### src/rtl/lseg_pkg.sv
// Package for the LED strip effect generator: effect modes, the frame command
// that runs from the front part to the back part, and HSV-to-RGB helpers.
// No dependencies.
`timescale 1ns / 1ps

package lseg_pkg;

  // Effect modes. The spare two-bit code is treated as the chooser.
  typedef enum logic [1:0] {
    MODE_RAINBOW = 2'd0,
    MODE_BREATH  = 2'd1,
    MODE_CHOOSER = 2'd2
  } mode_t;

  // Back part sequencer states.
  typedef enum logic [1:0] {
    BK_IDLE = 2'd0,
    BK_CALC = 2'd1,
    BK_EMIT = 2'd2
  } back_state_t;

  // One frame of work, built by the front part for the back part.
  typedef struct packed {
    mode_t      mode;
    logic [7:0] hue;
    logic [7:0] value;
    logic [7:0] red;
    logic [7:0] green;
    logic [7:0] blue;
  } frame_cmd_t;

  localparam int QUEUE_DEPTH = 2;

  localparam logic [7:0] RAINBOW_TICK_INIT = 8'd1;
  localparam logic [7:0] FULL_LEVEL        = 8'd255;
  localparam logic [7:0] HUE_SECTOR        = 8'd43;
  localparam logic [7:0] HUE_REM_SCALE     = 8'd6;

  // Hue sector, the same as hue / 43 for an 8-bit hue.
  function automatic logic [2:0] hue_region(logic [7:0] h);
    logic [2:0] r;
    begin
      if (h < HUE_SECTOR) begin
        r = 3'd0;
      end else if (h < 8'(2 * HUE_SECTOR)) begin
        r = 3'd1;
      end else if (h < 8'(3 * HUE_SECTOR)) begin
        r = 3'd2;
      end else if (h < 8'(4 * HUE_SECTOR)) begin
        r = 3'd3;
      end else if (h < 8'(5 * HUE_SECTOR)) begin
        r = 3'd4;
      end else begin
        r = 3'd5;
      end
      return r;
    end
  endfunction

  // Position inside the sector, scaled by six (at most 252).
  function automatic logic [7:0] hue_rem(logic [7:0] h, logic [2:0] region);
    logic [7:0] base;
    logic [7:0] diff;
    begin
      base = 8'(region * HUE_SECTOR);
      diff = h - base;
      return 8'(diff * HUE_REM_SCALE);
    end
  endfunction

  // (255 * x) >> 8, which is x - 1 for nonzero x and 0 otherwise.
  function automatic logic [7:0] scale_255(logic [7:0] x);
    begin
      return (x == 8'd0) ? 8'd0 : x - 8'd1;
    end
  endfunction

endpackage

### src/rtl/lseg_tick_if.sv
// Input channel of the LED strip effect generator: one frame tick word
// carrying the button levels. Depends on nothing.
`timescale 1ns / 1ps

interface lseg_tick_if;
  logic valid;
  logic ready;
  logic mode_button;
  logic red_button;
  logic green_button;
  logic blue_button;
  logic clear_button;

  modport source (
    output valid, mode_button, red_button, green_button, blue_button, clear_button,
    input  ready
  );

  modport sink (
    input  valid, mode_button, red_button, green_button, blue_button, clear_button,
    output ready
  );
endinterface

### src/rtl/lseg_pixel_if.sv
// Output channel of the LED strip effect generator: one RGB pixel word.
// Depends on nothing.
`timescale 1ns / 1ps

interface lseg_pixel_if;
  logic       valid;
  logic       ready;
  logic [5:0] pixel_index;
  logic [7:0] red_level;
  logic [7:0] green_level;
  logic [7:0] blue_level;
  logic       last_pixel;

  modport source (
    output valid, pixel_index, red_level, green_level, blue_level, last_pixel,
    input  ready
  );

  modport sink (
    input  valid, pixel_index, red_level, green_level, blue_level, last_pixel,
    output ready
  );
endinterface

### src/rtl/lseg_front.sv
// Front part: accepts tick words, tracks the mode button and updates the
// effect state, then pushes one frame command. Uses lseg_pkg, lseg_tick_if.
`timescale 1ns / 1ps

module lseg_front (
  input  logic                clk,
  input  logic                rst,
  lseg_tick_if.sink           tick,
  input  logic                full,
  output logic                push,
  output lseg_pkg::frame_cmd_t push_data
);

  lseg_pkg::mode_t mode_index, mode_index_next;
  logic            mode_button_held, mode_button_held_next;
  logic [7:0]      rainbow_tick, rainbow_tick_next;
  logic [7:0]      breath_level, breath_level_next;
  logic [7:0]      breath_hue, breath_hue_next;
  logic            breath_falling, breath_falling_next;
  logic [7:0]      chosen_red, chosen_red_next;
  logic [7:0]      chosen_green, chosen_green_next;
  logic [7:0]      chosen_blue, chosen_blue_next;
  lseg_pkg::mode_t mode_now;

  // A word is taken whenever the queue has room.
  assign tick.ready = !full;
  assign push       = tick.valid && !full;

  // Mode button edge detection; the new mode applies to this same tick.
  always_comb begin
    mode_now              = mode_index;
    mode_button_held_next = mode_button_held;
    if (tick.mode_button && !mode_button_held) begin
      mode_button_held_next = 1'b1;
      unique case (mode_index)
        lseg_pkg::MODE_RAINBOW: mode_now = lseg_pkg::MODE_BREATH;
        lseg_pkg::MODE_BREATH:  mode_now = lseg_pkg::MODE_CHOOSER;
        default:                mode_now = lseg_pkg::MODE_RAINBOW;
      endcase
    end else if (!tick.mode_button) begin
      mode_button_held_next = 1'b0;
    end
    mode_index_next = mode_now;
  end

  // Effect state update for the current mode.
  always_comb begin
    rainbow_tick_next   = rainbow_tick;
    breath_level_next   = breath_level;
    breath_hue_next     = breath_hue;
    breath_falling_next = breath_falling;
    chosen_red_next     = chosen_red;
    chosen_green_next   = chosen_green;
    chosen_blue_next    = chosen_blue;
    unique case (mode_now)
      lseg_pkg::MODE_RAINBOW: begin
        rainbow_tick_next = rainbow_tick + 8'd1;
      end
      lseg_pkg::MODE_BREATH: begin
        if (!breath_falling) begin
          breath_level_next = breath_level + 8'd1;
          if (breath_level_next == lseg_pkg::FULL_LEVEL) begin
            breath_falling_next = 1'b1;
          end
        end else begin
          breath_level_next = breath_level - 8'd1;
          if (breath_level_next == 8'd0) begin
            breath_falling_next = 1'b0;
          end
        end
        breath_hue_next = breath_hue + 8'd1;
      end
      default: begin
        priority if (tick.red_button) begin
          chosen_red_next = chosen_red + 8'd1;
        end else if (tick.green_button) begin
          chosen_green_next = chosen_green + 8'd1;
        end else if (tick.blue_button) begin
          chosen_blue_next = chosen_blue + 8'd1;
        end else if (tick.clear_button) begin
          chosen_red_next   = 8'd0;
          chosen_green_next = 8'd0;
          chosen_blue_next  = 8'd0;
        end
      end
    endcase
  end

  // Frame command built from the state this tick runs with.
  always_comb begin
    push_data.mode  = mode_now;
    push_data.hue   = (mode_now == lseg_pkg::MODE_RAINBOW) ? rainbow_tick : breath_hue_next;
    push_data.value = (mode_now == lseg_pkg::MODE_RAINBOW) ? lseg_pkg::FULL_LEVEL
                                                           : breath_level_next;
    push_data.red   = chosen_red_next;
    push_data.green = chosen_green_next;
    push_data.blue  = chosen_blue_next;
  end

  // State registers, updated only on an accepted word.
  always_ff @(posedge clk) begin
    if (rst) begin
      mode_index       <= lseg_pkg::MODE_RAINBOW;
      mode_button_held <= 1'b0;
      rainbow_tick     <= lseg_pkg::RAINBOW_TICK_INIT;
      breath_level     <= 8'd0;
      breath_hue       <= 8'd0;
      breath_falling   <= 1'b0;
      chosen_red       <= 8'd0;
      chosen_green     <= 8'd0;
      chosen_blue      <= 8'd0;
    end else if (push) begin
      mode_index       <= mode_index_next;
      mode_button_held <= mode_button_held_next;
      rainbow_tick     <= rainbow_tick_next;
      breath_level     <= breath_level_next;
      breath_hue       <= breath_hue_next;
      breath_falling   <= breath_falling_next;
      chosen_red       <= chosen_red_next;
      chosen_green     <= chosen_green_next;
      chosen_blue      <= chosen_blue_next;
    end
  end

endmodule

### src/rtl/lseg_queue.sv
// Short queue of frame commands between the front and back parts.
// Uses lseg_pkg.
`timescale 1ns / 1ps

module lseg_queue (
  input  logic                 clk,
  input  logic                 rst,
  input  logic                 push,
  input  lseg_pkg::frame_cmd_t push_data,
  output logic                 full,
  input  logic                 pop,
  output logic                 head_valid,
  output lseg_pkg::frame_cmd_t head_data
);

  localparam int PtrW = (lseg_pkg::QUEUE_DEPTH > 1) ? $clog2(lseg_pkg::QUEUE_DEPTH) : 1;
  localparam int CntW = $clog2(lseg_pkg::QUEUE_DEPTH + 1);

  lseg_pkg::frame_cmd_t entries [lseg_pkg::QUEUE_DEPTH];
  logic [PtrW-1:0]      wr_ptr, rd_ptr;
  logic [CntW-1:0]      count;
  logic                 do_push, do_pop;

  assign full       = (count == CntW'(lseg_pkg::QUEUE_DEPTH));
  assign head_valid = (count != '0);
  assign head_data  = entries[rd_ptr];
  assign do_push    = push && !full;
  assign do_pop     = pop && head_valid;

  // Entry storage.
  always_ff @(posedge clk) begin
    if (do_push) begin
      entries[wr_ptr] <= push_data;
    end
  end

  // Pointers and fill count.
  always_ff @(posedge clk) begin
    if (rst) begin
      wr_ptr <= '0;
      rd_ptr <= '0;
      count  <= '0;
    end else begin
      if (do_push) begin
        wr_ptr <= (wr_ptr == PtrW'(lseg_pkg::QUEUE_DEPTH - 1)) ? '0 : wr_ptr + 1'b1;
      end
      if (do_pop) begin
        rd_ptr <= (rd_ptr == PtrW'(lseg_pkg::QUEUE_DEPTH - 1)) ? '0 : rd_ptr + 1'b1;
      end
      if (do_push && !do_pop) begin
        count <= count + 1'b1;
      end else if (do_pop && !do_push) begin
        count <= count - 1'b1;
      end
    end
  end

endmodule

### src/rtl/lseg_back.sv
// Back part: takes frame commands and emits one pixel word per LED, with a
// two-step HSV-to-RGB path and an output register. Uses lseg_pkg, lseg_pixel_if.
`timescale 1ns / 1ps

module lseg_back #(
  parameter int LED_COUNT = 10
) (
  input  logic                 clk,
  input  logic                 rst,
  input  logic                 head_valid,
  input  lseg_pkg::frame_cmd_t head_data,
  output logic                 pop,
  lseg_pixel_if.source         pixel
);

  lseg_pkg::back_state_t state, state_next;
  lseg_pkg::frame_cmd_t  cmd;
  logic [5:0]            idx;
  logic                  slot_free;
  logic                  calc_en, emit_en, idx_last;

  // Per-pixel conversion registers.
  logic [2:0]  region;
  logic [7:0]  val;
  logic [7:0]  q_lvl, t_lvl;

  // Conversion inputs for the current pixel.
  logic [7:0]  hue_c, val_c, rem_c;
  logic [2:0]  region_c;
  logic [15:0] q_prod, t_prod;

  // Colors of the current pixel before the output register.
  logic [7:0]  red_c, green_c, blue_c;

  assign slot_free = !pixel.valid || pixel.ready;
  assign idx_last  = (idx == 6'(LED_COUNT - 1));

  // Next state.
  always_comb begin
    state_next = state;
    unique case (state)
      lseg_pkg::BK_IDLE: if (head_valid) state_next = lseg_pkg::BK_CALC;
      lseg_pkg::BK_CALC: state_next = lseg_pkg::BK_EMIT;
      lseg_pkg::BK_EMIT: begin
        if (slot_free) begin
          state_next = idx_last ? lseg_pkg::BK_IDLE : lseg_pkg::BK_CALC;
        end
      end
      default: state_next = lseg_pkg::BK_IDLE;
    endcase
  end

  // Sequencer outputs.
  always_comb begin
    pop     = 1'b0;
    calc_en = 1'b0;
    emit_en = 1'b0;
    unique case (state)
      lseg_pkg::BK_IDLE: pop = head_valid;
      lseg_pkg::BK_CALC: calc_en = 1'b1;
      lseg_pkg::BK_EMIT: emit_en = slot_free;
      default: ;
    endcase
  end

  // First step: sector, remainder and the two products.
  always_comb begin
    hue_c    = (cmd.mode == lseg_pkg::MODE_RAINBOW) ? cmd.hue + {1'b0, idx, 1'b0} : cmd.hue;
    val_c    = cmd.value;
    region_c = lseg_pkg::hue_region(hue_c);
    rem_c    = lseg_pkg::hue_rem(hue_c, region_c);
    q_prod   = val_c * (lseg_pkg::FULL_LEVEL - lseg_pkg::scale_255(rem_c));
    t_prod   = val_c * (lseg_pkg::FULL_LEVEL
                        - lseg_pkg::scale_255(lseg_pkg::FULL_LEVEL - rem_c));
  end

  // Second step: pick the channels by sector, then apply the mode.
  always_comb begin
    unique case (region)
      3'd0: begin red_c = val;   green_c = t_lvl; blue_c = 8'd0;  end
      3'd1: begin red_c = q_lvl; green_c = val;   blue_c = 8'd0;  end
      3'd2: begin red_c = 8'd0;  green_c = val;   blue_c = t_lvl; end
      3'd3: begin red_c = 8'd0;  green_c = q_lvl; blue_c = val;   end
      3'd4: begin red_c = t_lvl; green_c = 8'd0;  blue_c = val;   end
      default: begin red_c = val; green_c = 8'd0; blue_c = q_lvl; end
    endcase
    unique case (cmd.mode)
      lseg_pkg::MODE_RAINBOW: begin
        red_c   = red_c >> 1;
        green_c = green_c >> 1;
        blue_c  = blue_c >> 1;
      end
      lseg_pkg::MODE_BREATH: ;
      default: begin
        red_c   = cmd.red;
        green_c = cmd.green;
        blue_c  = cmd.blue;
      end
    endcase
  end

  // Control registers.
  always_ff @(posedge clk) begin
    if (rst) begin
      state       <= lseg_pkg::BK_IDLE;
      pixel.valid <= 1'b0;
    end else begin
      state <= state_next;
      if (emit_en) begin
        pixel.valid <= 1'b1;
      end else if (pixel.ready) begin
        pixel.valid <= 1'b0;
      end
    end
  end

  // Command, pixel counter and datapath registers.
  always_ff @(posedge clk) begin
    if (pop) begin
      cmd <= head_data;
      idx <= 6'd0;
    end else if (emit_en) begin
      idx <= idx + 6'd1;
    end
    if (calc_en) begin
      region <= region_c;
      val    <= val_c;
      q_lvl  <= q_prod[15:8];
      t_lvl  <= t_prod[15:8];
    end
    if (emit_en) begin
      pixel.pixel_index <= idx;
      pixel.red_level   <= red_c;
      pixel.green_level <= green_c;
      pixel.blue_level  <= blue_c;
      pixel.last_pixel  <= idx_last;
    end
  end

endmodule

### src/rtl/led_strip_effect_generator.sv
// LED strip effect generator top level. When the back part is idle, a tick word
// is queued, popped into the command register, converted, then emitted. Each pixel
// is converted, then emitted once the output slot is free; after the last pixel the
// back part goes idle to take the next command, while the queue still takes ticks.
// Reset: rst clears the mode, effect state, queue and output valid at once.
// Uses lseg_pkg, lseg_tick_if, lseg_pixel_if, lseg_front, lseg_queue, lseg_back.
`timescale 1ns / 1ps

module led_strip_effect_generator #(
  parameter int LED_COUNT = 10
) (
  input  logic          clk,
  input  logic          rst,
  lseg_tick_if.sink     tick,
  lseg_pixel_if.source  pixel
);

  logic                 push, full, pop, head_valid;
  lseg_pkg::frame_cmd_t push_data, head_data;

  lseg_front u_front (
    .clk       (clk),
    .rst       (rst),
    .tick      (tick),
    .full      (full),
    .push      (push),
    .push_data (push_data)
  );

  lseg_queue u_queue (
    .clk        (clk),
    .rst        (rst),
    .push       (push),
    .push_data  (push_data),
    .full       (full),
    .pop        (pop),
    .head_valid (head_valid),
    .head_data  (head_data)
  );

  lseg_back #(
    .LED_COUNT (LED_COUNT)
  ) u_back (
    .clk        (clk),
    .rst        (rst),
    .head_valid (head_valid),
    .head_data  (head_data),
    .pop        (pop),
    .pixel      (pixel)
  );

endmodule

### src/flat_wrapper.sv
// flat-port wrapper written by rule: the top's interface ports become plain ports
module led_strip_effect_generator_flat 
#(
  parameter int LED_COUNT = 10
)
  (clk, rst, tick_valid, tick_mode_button, tick_red_button, tick_green_button, tick_blue_button, tick_clear_button, tick_ready, pixel_valid, pixel_pixel_index, pixel_red_level, pixel_green_level, pixel_blue_level, pixel_last_pixel, pixel_ready);
  lseg_tick_if tick_i ();
  lseg_pixel_if pixel_i ();
  input  logic clk;
  input  logic rst;
  input wire logic [$bits(tick_i.valid)-1:0] tick_valid;
  input wire logic [$bits(tick_i.mode_button)-1:0] tick_mode_button;
  input wire logic [$bits(tick_i.red_button)-1:0] tick_red_button;
  input wire logic [$bits(tick_i.green_button)-1:0] tick_green_button;
  input wire logic [$bits(tick_i.blue_button)-1:0] tick_blue_button;
  input wire logic [$bits(tick_i.clear_button)-1:0] tick_clear_button;
  output wire logic [$bits(tick_i.ready)-1:0] tick_ready;
  output wire logic [$bits(pixel_i.valid)-1:0] pixel_valid;
  output wire logic [$bits(pixel_i.pixel_index)-1:0] pixel_pixel_index;
  output wire logic [$bits(pixel_i.red_level)-1:0] pixel_red_level;
  output wire logic [$bits(pixel_i.green_level)-1:0] pixel_green_level;
  output wire logic [$bits(pixel_i.blue_level)-1:0] pixel_blue_level;
  output wire logic [$bits(pixel_i.last_pixel)-1:0] pixel_last_pixel;
  input wire logic [$bits(pixel_i.ready)-1:0] pixel_ready;
  assign tick_i.valid = tick_valid;
  assign tick_i.mode_button = tick_mode_button;
  assign tick_i.red_button = tick_red_button;
  assign tick_i.green_button = tick_green_button;
  assign tick_i.blue_button = tick_blue_button;
  assign tick_i.clear_button = tick_clear_button;
  assign tick_ready = tick_i.ready;
  assign pixel_valid = pixel_i.valid;
  assign pixel_pixel_index = pixel_i.pixel_index;
  assign pixel_red_level = pixel_i.red_level;
  assign pixel_green_level = pixel_i.green_level;
  assign pixel_blue_level = pixel_i.blue_level;
  assign pixel_last_pixel = pixel_i.last_pixel;
  assign pixel_i.ready = pixel_ready;
  led_strip_effect_generator #(.LED_COUNT(LED_COUNT)) u_core (.clk(clk), .rst(rst), .tick(tick_i), .pixel(pixel_i));
endmodule
### config.mk
export PLATFORM = sky130hd
export DESIGN_NAME = led_strip_effect_generator_flat
export DESIGN_NICKNAME = d
export VERILOG_FILES = /design/src/rtl/lseg_pkg.sv /design/src/rtl/lseg_tick_if.sv /design/src/rtl/lseg_pixel_if.sv /design/src/rtl/lseg_front.sv /design/src/rtl/lseg_queue.sv /design/src/rtl/lseg_back.sv /design/src/rtl/led_strip_effect_generator.sv /design/src/flat_wrapper.sv
export SDC_FILE = /design/constraint.sdc
export NUM_CORES = 1
export LEC_CHECK = 0
export ABC_CLOCK_PERIOD_IN_PS = 21500
export BUFFER_PORTS_ARGS = -buffer_cell sky130_fd_sc_hd__buf_2
export CELL_PAD_IN_SITES_DETAIL_PLACEMENT = 0
export CELL_PAD_IN_SITES_GLOBAL_PLACEMENT = 2
export CORE_MARGIN = 4
export CORE_UTILIZATION = 46
export CTS_CLUSTER_SIZE = 16
export DETAILED_ROUTE_END_ITERATION = 10
export HOLD_SLACK_MARGIN = 0.12
export PLACE_DENSITY = 0.9
export SLEW_MARGIN = 40
export SYNTH_ARGS = -nofsm -noshare
export SYNTH_HDL_FRONTEND = slang
export SYNTH_SLANG_ARGS = --single-unit
### constraint.sdc
create_clock -name clk -period 21.5 [get_ports clk]
set_clock_uncertainty 0.05 [all_clocks]
set_input_delay 3.225 -clock clk [delete_from_list [all_inputs] [get_ports clk]]
set_output_delay 3.225 -clock clk [all_outputs]
set_load 0.03 [all_outputs]
### After elaboration in Yosys (flattened, before gate mapping)

Memory sizes are Yosys's and may differ from the RTL's. A register that Yosys moved wholly into a read port is not among the register bits.
Index checks and enable logic that the tools add are counted.

* output and inout port bits: 33
* memory bits (writable): 84
* memories: 1
* bits of input ports: 9
* bits in registers: 123
* bits in read-only memories: 0
* word-level logic and storage cells: 156
* bits in latches: 0

* multipliers: 4
* multiplexer cells: 56
* shift-type cells: 0
* bitwise logic cells: 0
* div/mod/pow operators: 0
* equal/unequal tests: 15
* add/sub/neg operators: 19
* magnitude comparators: 5
* reductions and logical operators: 32

Memories
* u_core.u_queue.entries: words 2, bits a word 42, read ports 1, clocked after memory_dff 1, wr ports 1, RTL line lseg_queue.sv:19 `lseg_pkg::frame_cmd_t entries [lseg_pkg::QUEUE_DEPTH];`

Operators with widths (count)
* 2-to-1 mux 8 bit: 23
* case mux 8 bit (3 select lines): 3
* adder 8 x 1 -> 8 bit, second input constant: 6
* case mux 8 bit (2 select lines): 3
* multiplier 9 x 9 -> 16 bit: 2
* zero test 8 bit: 3
* less-than comparator 8 bit, second input constant: 3
* subtractor 8 x 1 -> 8 bit, second input constant: 3
* subtractor 8 x 8 -> 9 bit, first input constant: 2
* 2-to-1 mux 1 bit: 16
* 2-to-1 mux 3 bit: 4
* 2-to-1 mux 2 bit: 5
* OR reduction 2 bit: 5
* adder 8 x 7 -> 8 bit: 1
* equality test 2 x 1 -> 1 bit, second input constant: 4
* equality test 8 bit, second input constant: 1
* zero test 2 bit: 4
* less-than comparator 8 x 6 -> 1 bit, second input constant: 1
* less-than comparator 8 x 7 -> 1 bit, second input constant: 1
* multiplier 3 x 6 -> 8 bit, second input constant: 1
* multiplier 8 x 2 -> 7 bit, second input constant: 1
* AND reduction 2 bit: 4
* subtractor 8 bit: 1
* subtractor 8 bit, first input constant: 1
* 18 further kinds: 33

### Longest topological paths before layout

* word-level depth: 16
* mapped depth: 45
* depth with buffers taken out: 44

### Hierarchy

A second synthesis with hierarchy kept.

* cells, all modules: 1660
* area, all modules: 16895.0 um^2

By module, submodules not included
* lseg_back: area each 9909.5 um^2, cells each 990, times used 1, seq. area each 3183.1 um^2
* lseg_front: area each 3744.8 um^2, cells each 514, times used 1, seq. area each 1041.0 um^2
* lseg_queue: area each 3240.6 um^2, cells each 156, times used 1, seq. area each 2622.5 um^2

### Worst setup path before layout

OpenSTA, ideal clock, no wires.

* kind: reg2reg
* start point: register u_core.u_back.cmd[33] (netlist name)
* end point: register u_core.u_back.q_lvl[4] (data pin)
* cell stages (with the launch flop): 44
* data required time: 21.274 ns
* buffers on the path: 1
* data arrival time: 9.790 ns
* period minus slack after synthesis: 10.017 ns
* setup time: 0.176 ns
* slack: 11.483 ns
* path through: edfxtp_1 ha_1 fa_1 xor2_1 mux2i_1 inv_1 or3_1 a211o_1 a21o_1 nand2_1 ha_1 xor2_1 ha_1 o21bai_1 ha_1 nand4_1 o41a_2 and2_4 [... 8 more ...] o21ai_0 fa_1 inv_1 fa_1 inv_1 fa_1 inv_1 fa_1 ha_1 nand2_1 nor2_1 nand2_1 nor2_1 nand4_1 o2111a_1 a31oi_1 or4b_1 o311ai_2

* longest elaborated chain between the ends: 15
* elaborated cells between the ends (all ways): 20
* those cells by class: 4 x add/sub; 3 x mul; 5 x order compare; 7 x mux; 1 x reduce/logical

RTL lines
* adder 8 x 7 -> 8 bit: RTL line lseg_back.sv:68 `hue_c = (cmd.mode == lseg_pkg::MODE_RAINBOW) ? cmd.hue + {1'b0, idx, 1'b0} : cmd.hue;`
* 2-to-1 mux 8 bit (*): RTL line lseg_back.sv:68
* less-than comparator 8 bit: RTL line lseg_pkg.sv:51 `end else if (h < 8'(5 * HUE_SECTOR)) begin`
* 2-to-1 mux 1 bit: RTL line lseg_pkg.sv:51
* 2-to-1 mux 3 bit: RTL line lseg_pkg.sv:49 `end else if (h < 8'(4 * HUE_SECTOR)) begin`
* 2-to-1 mux 3 bit: RTL line lseg_pkg.sv:47 `end else if (h < 8'(3 * HUE_SECTOR)) begin`
* 2-to-1 mux 3 bit: RTL line lseg_pkg.sv:45 `end else if (h < 8'(2 * HUE_SECTOR)) begin`
* 2-to-1 mux 3 bit (*): RTL line lseg_pkg.sv:43 `if (h < HUE_SECTOR) begin`
* named net u_core.u_back.region_c[0]: RTL line lseg_back.sv:29 `logic [2:0] region_c;`
* multiplier 3 x 6 -> 8 bit (*): RTL line lseg_pkg.sv:65 `base = 8'(region * HUE_SECTOR);`
* subtractor 8 bit (*): RTL line lseg_pkg.sv:66 `diff = h - base;`
* multiplier 8 x 2 -> 7 bit (*): RTL line lseg_pkg.sv:67 `return 8'(diff * HUE_REM_SCALE);`
* subtractor 8 x 1 -> 8 bit / zero test 8 bit (equally long branches): RTL line lseg_pkg.sv:74 `return (x == 8'd0) ? 8'd0 : x - 8'd1;`
* 2-to-1 mux 8 bit (*): RTL line lseg_pkg.sv:74
* subtractor 8 x 8 -> 9 bit (*): RTL line lseg_back.sv:72 `q_prod = val_c * (lseg_pkg::FULL_LEVEL - lseg_pkg::scale_255(rem_c));`
* multiplier 9 x 9 -> 16 bit (*): RTL line lseg_back.sv:72
* named net u_core.u_back.q_prod[12]: RTL line lseg_back.sv:30 `logic [15:0] q_prod, t_prod;`
* to (signal assigned): RTL line lseg_back.sv:128 `q_lvl <= q_prod[15:8];`
* to (decl): RTL line lseg_back.sv:25 `logic [7:0] q_lvl, t_lvl;`

The timed path passes the listed nets; every way through them passes the cells marked *.
A chain may end at the register's enable or synchronous reset.

### Worst setup path after layout

* start point: register u_core.u_back.cmd[33] (netlist name)
* end point: register u_core.u_back.q_lvl[6] (data pin)

* longest elaborated chain between the ends: 15
* elaborated cells between the ends (all ways): 20
* those cells by class: 4 x add/sub; 3 x mul; 5 x order compare; 7 x mux; 1 x reduce/logical

RTL lines (RTL line)
* adder 8 x 7 -> 8 bit: lseg_back.sv:68
* 2-to-1 mux 8 bit (*): lseg_back.sv:68
* less-than comparator 8 bit: lseg_pkg.sv:51
* 2-to-1 mux 1 bit: lseg_pkg.sv:51
* 2-to-1 mux 3 bit: lseg_pkg.sv:49
* 2-to-1 mux 3 bit: lseg_pkg.sv:47
* 2-to-1 mux 3 bit: lseg_pkg.sv:45
* 2-to-1 mux 3 bit (*): lseg_pkg.sv:43
* named net u_core.u_back.region_c[0]: lseg_back.sv:29
* multiplier 3 x 6 -> 8 bit (*): lseg_pkg.sv:65
* subtractor 8 bit (*): lseg_pkg.sv:66
* multiplier 8 x 2 -> 7 bit (*): lseg_pkg.sv:67
* subtractor 8 x 1 -> 8 bit / zero test 8 bit (equally long branches): lseg_pkg.sv:74
* 2-to-1 mux 8 bit (*): lseg_pkg.sv:74
* subtractor 8 x 8 -> 9 bit (*): lseg_back.sv:72
* multiplier 9 x 9 -> 16 bit (*): lseg_back.sv:72
* named net u_core.u_back.q_prod[14]: lseg_back.sv:30

Marks and branches as above.

==> results.tsv <==
stage	metric	value	unit
sta	fin crit share	0.519	
clocking	CTS root buf	clkbuf_16	
clocking	CTS H-tree depth	1	
sta	Final Critical Period	11170	ps
synth	Post-Syn Instances	1587	
finish	biggest regs	u_core.u_queue.entries: 84 flops, u_core.u_back.cmd: 34 flops	
global_route	Global Route Usage Sum	0.190	
synth	Seq/Total Area, Yosys	0.418	
clocking	CTS Sinks	249	
synth	Post-synth ARST share	0	
global_route	GRT overflow	0	
drt	Detailed Route WL	36600	um
die	Die ar.	0.0386	mm^2
synth	Yosys cell types	80	
clocking	CTS Buffer Depth	3	
clocking	CTS clk-pin slew, worst paths	70	ps
die	Initial Utilization	0.470	
sta	Max Slew Vio Count	0	
setup_path	CP Launch Type	register	
setup_path	Setup crit end kind	register	
sta	Achievable Freq	89.5	MHz
die	Die Span Y	197	um
drt	WL/cell	17.6	um
global_route	met3 Use GR	0.0200	
sta	RSZ-0062 raised after global routing	no	
global_route	GR met2 Demand/Resource	0.331	
die	core area	0.0348	mm^2
clocking	setup bufs post-CTS	0	
sta	final setup violation count	0	
finish	share of cells above drive strength 1	0.112	
synth	Synth area leader	edfxtp_1	
placement	Placer Congestion	0.839	
setup_path	Crit Path Max Fanout	15	
drt	post-route ant nets	0	
synth	syn_area_per_cell	10.3	um^2
synth	Main synth FF type	edfxtp_1	
global_route	Global Route met1 Usage	0.257	
global_route	initial antenna violation count	0	
drt	DR vias	11300	
clocking	Worst-Skew Late Latency	550	ps
drt	Residual DRC	0	
clocking	CTS tree	yes	
finish	Layout Nets	1791	
drt	Initial DRT Pass Iterations	6	
synth	Synth top area share	0.338	
synth	commonest cells in the netlist	edfxtp_1 (184), nand2_1 (166), nor2_1 (143), inv_1 (128), ha_1 (105)	
placement	count of input and output buffers	41	
clocking	post-cts resize count	0	
placement	hpwl dp	26200	um
global_route	pin count of the biggest net entering global routing	62	
setup_path	CP max-delay cell	o21ai_1	
clocking	total CTS buffers	27	
clocking	Hold Buf Count CTS	0	
sta	max_slew headroom	0.494	
setup_path	Req. time, crit path	21740	ps
status	status	completed	
sta	final hold violations	0	
die	die width	197	um
global_route	first-pass GRT wire length	60400	um
setup_path	Worst Path Arrival	11400	ps
synth	Post-synth EDFFs	184	
synth	Synth Register Bits	249	
global_route	gr busiest metal	met2	
synth	Ys Warns	0	
finish	Area Growth Syn to Fin	10.1	%
synth	Syn Std Cell Area	0.0163	mm^2
setup_path	most common cell type on the critical path	ha_1	
global_route	vias in the first global route	11500	
sta	Least-Margin Pin Slew	753	ps
finish	Biggest register	u_core.u_queue.entries	
die	Ports	42	
setup_path	Worst path max stage delay	530	ps
worst_hold_path	hold crit path type	register to register	
synth	ranking of synthesized cells by area	edfxtp_1 (34%), fa_1 (9.3%), ha_1 (8.0%)	
finish	Inserted Diodes	0	
job	max-capacitance violation count	0	
drt	drt initial violations	574	
setup_path	Crit Path Category	register to register	
synth	syn_nets	1777	
drt	DR vias/cell	5.43	
die	Rows	68	
sta	setup TNS	0	ps
finish	Largest register FFs	84	
synth	dominant cell by count in the synthesized netlist	edfxtp_1	
-- worst max-delay path, delay by kind of cell, from the launching register on --
| kind | cells | cell delay (ps) |
|---|---|---|
| AO/OA/AOI/OAI | 9 | 2440 |
| multiplexers | 1 | 220 |
| AND/OR/NAND/NOR | 9 | 1820 |
| XOR/XNOR | 6 | 1510 |
| adder cells (fa/ha/maj) | 11 | 4240 |
| flip-flops | 1 | 430 |
| buffers and inverters | 2 | 180 |
-- cells in the final DEF (no fill, tap or decap), types with 17 or more instances in the layout --
master	synthesis	final
a21oi_1	74	74
mux2_2	53	53
inv_1	128	128
dfxtp_1	65	64
xnor2_1	42	42
edfxtp_1	184	184
o21ai_0	73	73
fa_1	76	76
buf_2	5	41
and2_1	47	47
nor2_1	143	141
clkbuf_16	0	27
nand3_1	32	32
nor3_1	18	17
nand4_1	18	18
mux2i_1	34	34
nand2_1	166	166
xor2_1	35	35
nor2b_1	22	20
ha_1	105	105
-- cell type report --
type,count,area (um^2)
repair buffers,57,325
clock buffers,29,683
flip-flops and latches,249,6830
inverters,129,484
clock inverters,21,318
fillers,3108,16800
well taps,455,569
multi-input cells,1137,8790
-- cells by family after synthesis --
| group | Yosys count | share of synthesized area |
|---|---|---|
| AOI/OAI and AO/OA | 270 | 0.108 |
| xor gates and xnor gates | 79 | 0.0441 |
| and+or+nand+nor | 520 | 0.152 |
| DFF | 249 | 0.418 |
| buffers and inverters | 201 | 0.0468 |
| muxes | 87 | 0.0573 |
| adders and majority gates | 181 | 0.173 |
-- path summary, 6_finish.rpt --
path                                         from                         endpoint  depth (start not counted)  slack, ps
setup / recovery            u_core.u_back.cmd[33]           u_core.u_back.q_lvl[6]                         38      10330
hold / removal    u_core.u_front.mode_button_held  u_core.u_front.mode_button_held                          2        400
setup reg to reg            u_core.u_back.cmd[33]           u_core.u_back.q_lvl[6]                         38      10330
hold reg to reg   u_core.u_front.mode_button_held  u_core.u_front.mode_button_held                          2        400
-- per-stage QoR --
| step | hold WS [ps] | area [um^2] | setup slack (ps) | util | std cells |
|---|---|---|---|---|---|
| floorplan | 374 | 16300 | 11480 | - | 1587 |
| global placement | 387 | 17000 | 10660 | 0.488 | 2027 |
| detailed placement | 391 | 17000 | 10290 | 0.489 | 2027 |
| CTS | 401 | 18000 | 10290 | 0.517 | 2077 |
| global route | 438 | 18000 | 9700 | 0.517 | 2077 |
| finish | 399 | 18000 | 10330 | 0.517 | 2077 |
-- routing by layer --
layer  wire [um]  up-vias
met2       18000      172
met3        1120       40
li1            -     5584
met4         627        0
met1       16900     5485
met5           0        -
Power is not shown: default switching activity piles up to over one toggle a cycle in this logic, so the estimate is an artifact.
